## src/hdl/rqs_pkg.sv

```systemverilog
`default_nettype none
package rqs_pkg;

  localparam int CAPACITY = 64;
  localparam int AW = $clog2(CAPACITY);
  localparam int CW = $clog2(CAPACITY + 1);

  typedef struct packed {
    logic [15:0] record_tag;
    logic [15:0] train_number;
    logic        is_arrival;
    logic [31:0] plan_seconds;
    logic        final_record;
  } item_t;

  typedef struct packed {
    logic [15:0] out_tag;
    logic [15:0] out_train;
    logic        out_arrival;
    logic [31:0] out_seconds;
    logic        dropped_flag;
    logic        end_of_run;
  } result_t;

  typedef struct packed {
    logic [15:0] train;
    logic        arrival;
    logic [31:0] seconds;
  } key_t;

  typedef struct packed {
    key_t        key;
    logic [15:0] tag;
  } entry_t;

  typedef struct packed {
    logic [AW-1:0] lo;
    logic [AW-1:0] hi;
  } range_t;

  typedef enum logic [4:0] {
    ST_LOAD, ST_INIT, ST_POP, ST_POP_D, ST_PIV, ST_FWD, ST_BWD, ST_CHECK,
    ST_SWAP1, ST_SWAP2, ST_PLACE1, ST_PLACE2, ST_PUSH_R, ST_PUSH_L,
    ST_OUT_RD, ST_OUT_LD, ST_OUT_HOLD, ST_DONE
  } state_t;

  typedef enum logic [4:0] {
    OP_LOAD, OP_INIT, OP_POP, OP_POP_D, OP_PIV, OP_FWD, OP_BWD, OP_NONE,
    OP_SWAP1, OP_SWAP2, OP_PLACE1, OP_PLACE2, OP_PUSH_R, OP_PUSH_L,
    OP_OUT_RD, OP_OUT_LD, OP_DONE
  } op_t;

  typedef struct packed {
    op_t  op;
    logic load_ready;
  } cmd_t;

  typedef struct packed {
    logic final_taken;
    logic sp_zero;
    logic range_empty;
    logic fwd_le;
    logic i_next_hi;
    logic bwd_le;
    logic j_next_lo;
    logic i_ge_j;
    logic out_taken;
    logic out_last;
  } status_t;

  // not a strict order: differing trains fall back to time alone
  function automatic logic at_or_before(input key_t a, input key_t b);
    if (a.train == b.train && a.arrival != b.arrival) begin
      return a.arrival;
    end
    return a.seconds <= b.seconds;
  endfunction

endpackage
`default_nettype wire

```

## src/hdl/rqs_ctrl.sv

```systemverilog
`default_nettype none
module rqs_ctrl (
  input  wire logic             clk,
  input  wire logic             rst,
  input  wire rqs_pkg::status_t status,
  output rqs_pkg::cmd_t         cmd
);
  import rqs_pkg::*;

  state_t state, state_next;

  always_ff @(posedge clk) begin
    if (rst) begin
      state <= ST_LOAD;
    end else begin
      state <= state_next;
    end
  end

  always_comb begin
    state_next = state;
    unique case (state)
      ST_LOAD:     if (status.final_taken) state_next = ST_INIT;
      ST_INIT:     state_next = ST_POP;
      ST_POP:      state_next = status.sp_zero ? ST_OUT_RD : ST_POP_D;
      ST_POP_D:    state_next = status.range_empty ? ST_POP : ST_PIV;
      ST_PIV:      state_next = ST_FWD;
      ST_FWD:      state_next = (status.fwd_le && !status.i_next_hi) ? ST_FWD : ST_BWD;
      ST_BWD:      state_next = (status.bwd_le && !status.j_next_lo) ? ST_BWD : ST_CHECK;
      ST_CHECK:    state_next = status.i_ge_j ? ST_PLACE1 : ST_SWAP1;
      ST_SWAP1:    state_next = ST_SWAP2;
      ST_SWAP2:    state_next = ST_FWD;
      ST_PLACE1:   state_next = ST_PLACE2;
      ST_PLACE2:   state_next = ST_PUSH_R;
      ST_PUSH_R:   state_next = ST_PUSH_L;
      ST_PUSH_L:   state_next = ST_POP;
      ST_OUT_RD:   state_next = ST_OUT_LD;
      ST_OUT_LD:   state_next = ST_OUT_HOLD;
      ST_OUT_HOLD: begin
        if (status.out_taken) state_next = status.out_last ? ST_DONE : ST_OUT_RD;
      end
      ST_DONE:     state_next = ST_LOAD;
      default:     state_next = ST_LOAD;
    endcase
  end

  always_comb begin
    cmd.load_ready = 1'b0;
    cmd.op         = OP_NONE;
    unique case (state)
      ST_LOAD: begin
        cmd.op         = OP_LOAD;
        cmd.load_ready = 1'b1;
      end
      ST_INIT:     cmd.op = OP_INIT;
      ST_POP:      cmd.op = OP_POP;
      ST_POP_D:    cmd.op = OP_POP_D;
      ST_PIV:      cmd.op = OP_PIV;
      ST_FWD:      cmd.op = OP_FWD;
      ST_BWD:      cmd.op = OP_BWD;
      ST_CHECK:    cmd.op = OP_NONE;
      ST_SWAP1:    cmd.op = OP_SWAP1;
      ST_SWAP2:    cmd.op = OP_SWAP2;
      ST_PLACE1:   cmd.op = OP_PLACE1;
      ST_PLACE2:   cmd.op = OP_PLACE2;
      ST_PUSH_R:   cmd.op = OP_PUSH_R;
      ST_PUSH_L:   cmd.op = OP_PUSH_L;
      ST_OUT_RD:   cmd.op = OP_OUT_RD;
      ST_OUT_LD:   cmd.op = OP_OUT_LD;
      ST_OUT_HOLD: cmd.op = OP_NONE;
      ST_DONE:     cmd.op = OP_DONE;
      default:     cmd.op = OP_NONE;
    endcase
  end
endmodule
`default_nettype wire

```

## config.mk

```make
export PLATFORM = sky130hd
export DESIGN_NAME = rqs_ctrl
export DESIGN_NICKNAME = d
export VERILOG_FILES = /design/src/hdl/rqs_pkg.sv /design/src/hdl/rqs_ctrl.sv
export SDC_FILE = /design/constraint.sdc
export NUM_CORES = 1
export LEC_CHECK = 0
export CAP_MARGIN = 20
export CORE_MARGIN = 5
export CORE_UTILIZATION = 30
export DETAILED_ROUTE_END_ITERATION = 16
export DONT_BUFFER_PORTS = 1
export GPL_ROUTABILITY_DRIVEN = 0
export HOLD_SLACK_MARGIN = 0.05
export RECOVER_POWER = 25
export SLEW_MARGIN = 20
export SYNTH_ARGS = -nofsm -noshare
export SYNTH_HDL_FRONTEND = slang
export SYNTH_SLANG_ARGS = --single-unit
```

## constraint.sdc

```tcl
create_clock -name clk -period 2.41 [get_ports clk]
set_input_delay 0.3615 -clock clk [delete_from_list [all_inputs] [get_ports clk]]
set_output_delay 0.3615 -clock clk [all_outputs]
set_load 0.005 [all_outputs]
```

# Yosys cells after proc, flatten, opt, wreduce, memory -nomap -nowiden
# Cells that the tools add are included.
[totals]
reg_bits = 5
input_bits = 12
output_inout_bits = 6
elab_cells = 39
[classes]
eq_ne = 19
mux = 11
n_reduce_logical = 8
[op_table]
columns = ["operator", "n"]
rows = [
  ["$pmux 5 s16", 1],
  ["$pmux 5 s15", 1],
  ["$eq 5x4->1 const B", 8],
  ["$eq 5x3->1 const B", 4],
  ["$mux 5", 3],
  ["$eq 5x2->1 const B", 2],
  ["$eq 5x5->1 const B", 2],
  ["$eq 5x1->1 const B", 1],
  ["$logic_not 5->1", 1],
  ["$mux 2", 2],
  ["$mux 4", 1],
  ["$ne 2x2->1 const B", 2],
  ["$reduce_or 2->1", 2],
  ["$mux 3", 1],
  ["$logic_and 1x1->1", 2],
  ["$logic_not 1->1", 2],
  ["$mux 1", 2],
  ["$reduce_and 2->1", 1],
]

# Longest topological paths before layout
# Gate-level depths: netlist of the first run.
[logic_depth]
depth_word = 4
depth_mapped = 6
mapped_depth_nobuf = 4

# Least setup slack after synthesis of the first run
# OpenSTA, ideal clock, no wires.
[synth_timing]
path_type = "register to output"
from = "register state[1]"
to = "output port cmd[1] (netlist name)"
arrival_time_ns = 1.130
required_time_ns = 2.049
slack_ns = 0.919
stages_incl_launch_ff = 5
n_path_buf = 1
path_cell_list = "dfxtp_1 clkbuf_1 or3b_1 nor2_1 nor2_1"
[synth_rtl]
columns = ["element", "line", "source"]
rows = [
  ["from (decl)", "rqs_ctrl.sv:10", "state_t state, state_next;"],
  ["from (signal assigned)", "rqs_ctrl.sv:16", "state <= state_next;"],
  ["to (decl)", "rqs_ctrl.sv:6", "output rqs_pkg::cmd_t cmd"],
]

==> impl_metrics.ini, run 1 <==
[synth]
yosysMostFrequentCell = nor2_1
synth_cells = 80
synth_mux_area_frac = 0.0346
ys_ff_latch = 5
synth_async_sr_flop_share = 0
synth_fa_ha_area_frac = 0
synth_top_family_by_area = simple AND/OR/NAND/NOR gates
synth.distinct_cells = 35
synthXorXnorAreaFrac = 0
synthDominantCellAreaShare = 0.173
netlist_top_cells_area = dfxtp_1 (17%), nor2b_1 (6.5%), a21oi_1 (6.1%)
synth.avg_cell_area_um2 = 7.23
synth_top_area_cell = dfxtp_1
synthFlopType = dfxtp_1
ys_seq_area_frac = 0.173
synth-edff-count = 0
ys.warnings.count = 0
synth_compound_area_frac = 0.277
synth-simple-area-share = 0.424
synth_common_cells = nor2_1 (9), a21oi_1 (7), buf_2 (6), nor2b_1 (6), dfxtp_1 (5)
netlist_area_um2 = 578
syn-num-nets = 92

[layout]
diodes = 0
area_delta_synth_final_pct = 1.52
reg_top3 = state: 5 flops
nets = 88
regMostFlops = state
final_cells = 100
fin_area_um2 = 587
drive_gt1_frac = 0.0933
largest_reg_flops = 5

[setup_path]
critPathMaxFanout = 19
arrival_ns = 1.56
critPathLaunchType = register
path_class = reg2out
regToRegSetupSlack_ns = 0.78
required_ns = 2.05
crit_path_end_kind = output port

[placement]
io_buffers = 0
placed_cell_area_um2 = 561
dpl.hpwl_um = 916
dp_cells = 96

[grt]
overflow = 0
grt_pass1_wl_um = 2030
grt_busiest_layer = met2
grt_max_degree = 21
gr-usage-met2 = 0.137
met3_usage = 0.0609
grt_pass1_vias = 446
antenna_found_initial = 0
grt_use_total = 0.0968
gr-usage-met1 = 0.117

[run]
maxCapViolations = 0

[routing]
wl_per_cell_um = 12.9
dr.pass1.iters = 4
ant_nets = 0
drt_iter0_drc = 17
wirelength_um = 1290
vias = 534
viasPerCell = 5.34
drc = 0

[cts]
clkLatencyLatePin_ns = 0.24
clock_path_buffers = 2
cts_buffers = 3
cts_root_buf = clkbuf_4
path_clk_slew_ns = 0.05
cts_setup_buffers = 0
cts_resized = 0
cts.sinks = 5
ctsHtreeMaxLevel = 1
cts_tree = yes
cts_hold_buffers = 0

[die]
initial_core_util = 0.324
num_io_pins = 18
fp-row-count = 15
core_mm2 = 0.00178
die_width_um = 53.9
dieArea_mm2 = 0.00290
die_h_um = 53.9

[sta]
fmax_mhz = 519
clock_skew_ns = 0.000870
finalMaxSlewViolations = 0
setup_violations = 0
relSlewSlack = 0.588
grt_setup_unrepaired = false
fin_crit_sh = 0.799
worst_slew_pin_slew_ns = 0.617
fin_setup_tns_ns = 0
hold_viol = 0
period_minus_slack_ns = 1.93

[power]
p_leak_nw = 0.213
p_per_area_mw_per_mm2 = 1190
irDropWorstVdd_uv = 415

[outcome]
status = finished, final reports clean

[hold_path]
hp-class = in2reg
==> critical path: stages, from the launching register on <==
cell and delay, ns:
dfxtp_1 0.63, or3b_1 0.42, nor2_1 0.18, nor2_1 0.09
==> power breakdown <==
group | internal (W) | switching (W) | leakage [nW]
clock | 0.0000627 | 0.0000357 | 0.0150
sequential | 0.000114 | 0.000130 | 0.0410
combinational | 0.000190 | 0.000169 | 0.157
total | 0.000367 | 0.000334 | 0.213
==> stage by stage <==
step	setup WS [ns]	util	power, W	hold WS (ns)
2_1_floorplan	0.919	-	0.000576	0.434
3_3_place_gp	0.746	0.314	0.000605	0.436
3_5_place_dp	0.737	0.314	0.000603	0.438
4_1_cts	0.468	0.329	0.000708	0.176
5_1_grt	0.353	0.329	0.000771	0.180
6_report	0.484	0.329	0.000701	0.187
==> final timing paths <==
check                  end  depth (start not counted)  startpoint
setup reg to reg  state[3]                          4    state[4]
setup / recovery    cmd[1]                          3    state[0]
hold reg to reg   state[4]                          2    state[4]
hold / removal    state[4]                          1         rst
==> layout by cell type, fill, tap and decap left out, drive strengths merged, types with 3 or more instances in the layout <==
| master | n |
|---|---|
| nor2b | 6 |
| clkbuf | 4 |
| dfxtp | 5 |
| a21oi | 7 |
| o21ai | 6 |
| or3b | 3 |
| nor2 | 10 |
| nor3b | 3 |
| nand2b | 3 |
==> final cells by class <==
| type | instances | area (um2) |
|---|---|---|
| Sequential cell | 5 | 100 |
| Inverter | 1 | 3.75 |
| Fill cell | 186 | 1200 |
| Clock buffer | 4 | 26.3 |
| Tap cell | 25 | 31.3 |
| Multi-Input combinational cell | 65 | 425 |
==> cell families after synthesis <==
logic type,Yosys count
mux,2
simple gates,38
compound gates,25
buf+inv,10
flops,5
==> layer usage <==
layer  routed length (um)  up-vias
met3                  121        0
met5                    0        -
met4                    0        0
met1                  613      239
li1                     -      280
met2                  551       15
(Power assumes the default switching activity.)
==> run 2: changes to the inputs <==
- clock period: 2.41 -> 2.01 ns (I/O delays scaled with it)
==> run 2 against run 1 <==
Net effect: sequential share of layout area decreased by 0.32 points; sequential power increased by 18%; combinational power increased by 26%; count of clock-buffer cells in the layout unchanged; non-clock buffer count increased by 2; critical path type unchanged; clock power increased by 26%; sequential cell count unchanged.
==> impl_metrics.ini, run 2 (same netlist as run 1, synthesis figures left out) <==
[grt]
antenna_found_initial = 0
grt_pass1_vias = 518
grt_use_total = 0.108
overflow = 0
grt_pass1_wl_um = 2240
grt_max_degree = 21

[cts]
path_clk_slew_ns = 0.05
cts_buffers = 3
cts_resized = 0
cts_root_buf = clkbuf_4
cts_hold_buffers = 0
clkLatencyLatePin_ns = 0.26
cts_tree = yes
cts.sinks = 5
ctsHtreeMaxLevel = 1
clock_path_buffers = 2
cts_setup_buffers = 0

[routing]
vias = 543
wirelength_um = 1360
viasPerCell = 5.32
drt_iter0_drc = 7
drc = 0
dr.pass1.iters = 4
ant_nets = 0
wl_per_cell_um = 13.4

[sta]
setup_ws_ns = 0.227
grt_setup_unrepaired = false
hold_viol = 0
fmax_mhz = 561
fin_setup_tns_ns = 0
relSlewSlack = 0.625
timing.hold.ws_ns = 0.122
setup_violations = 0
finalMaxSlewViolations = 0
clock_skew_ns = 0.0105
period_minus_slack_ns = 1.78
fin_crit_sh = 0.887
worst_slew_pin_slew_ns = 0.561

[layout]
final_cells = 102
nets = 90
largest_reg_flops = 5
regMostFlops = state
multi_input_area_um2 = 425
register_area_um2 = 100
reg_top3 = state: 5 flops
final_cell_mix = nor2_1 (9), a21oi_1 (7), nor2b_1 (6)
diodes = 0
area_delta_synth_final_pct = 3.46
mostFrequentLayoutCell = nor2_1
fillCellCount = 200
drive_gt1_frac = 0.104

[setup_path]
required_ns = 1.71
path_class = reg2out
cp_common_cell = nor2_1
crit_chain = or3b_1 > nor2_1 > nor2_1
arrival_ns = 1.48
slowest_stage = dfxtp_1
critical-path-max-stage-delay_ns = 0.54
critPathLaunchType = register
critPathMaxFanout = 12
crit_path_end_kind = output port

[die]
core_mm2 = 0.00178
initial_core_util = 0.324
dieArea_mm2 = 0.00290
die_width_um = 53.9
num_io_pins = 18
fp-row-count = 15
die_h_um = 53.9

[power]
switching_share = 0.479
p_seq_frac = 0.333
irDropWorstVdd_uv = 471
power.switching_w = 0.000413
p_per_area_mw_per_mm2 = 1440
p_clk_frac = 0.144
p_int_w = 0.000449
p_leak_nw = 0.219
share_comb_of_total_power = 0.523

[outcome]
status = finished, final reports clean

[placement]
place_ws_ns = 0.477
dpl.hpwl_um = 970
io_buffers = 0
dp_cells = 98

[hold_path]
hp-class = in2reg

[run]
maxCapViolations = 0
==> run 2: area by class of cell <==
class | count | area share
Multi-Input combinational cell | 65 | 0.711
Sequential cell | 5 | 0.167
Tap cell | 25 | 0.0523
Clock buffer | 4 | 0.0439
Timing Repair Buffer | 2 | 0.0188
Inverter | 1 | 0.00628
==> run 2: per-stage QoR <==
| stage | area (um2) | power (W) | utilization |
|---|---|---|---|
| 4_1_cts | 602 | 0.000867 | 0.338 |
| 3_5_place_dp | 576 | 0.000740 | 0.323 |
| 6_report | 598 | 0.000862 | 0.335 |
| 2_1_floorplan | 578 | 0.000690 | - |
| 3_3_place_gp | 576 | 0.000732 | 0.323 |
| 5_1_grt | 598 | 0.000944 | 0.335 |
==> run 2: critical path, delay by kind of cell (launching register included) <==
| kind | cells | cell delay [ns] |
|---|---|---|
| simple gates | 3 | 0.69 |
| flops | 1 | 0.54 |
==> run 2: per-layer routing <==
layer | track usage | wire length, um | vias to the layer above
met2 | 0.167 | 596 | 16
met5 | 0 | 0 | -
li1 | - | - | 282
met1 | 0.120 | 600 | 241
met3 | 0.0416 | 130 | 4
met4 | 0.0766 | 35 | 0
==> run 2: power groups by stage <==
stage | sequential (W) | clock, W | combinational (W)
2_1_floorplan | 0.000160 | 0 | 0.000530
3_3_place_gp | 0.000282 | 0 | 0.000449
3_5_place_dp | 0.000284 | 0 | 0.000455
4_1_cts | 0.000282 | 0.000128 | 0.000457
5_1_grt | 0.000302 | 0.000130 | 0.000512
6_report | 0.000287 | 0.000124 | 0.000451
==> run 2: worst paths after layout <==
kind | from | endpoint | slack (ns) | cells after the start
max | state[0] | cmd[1] | 0.23 | 3
min | rst | state[4] | 0.12 | 1
max reg2reg | state[4] | state[2] | 0.47 | 4
min reg2reg | state[4] | state[4] | 0.74 | 2
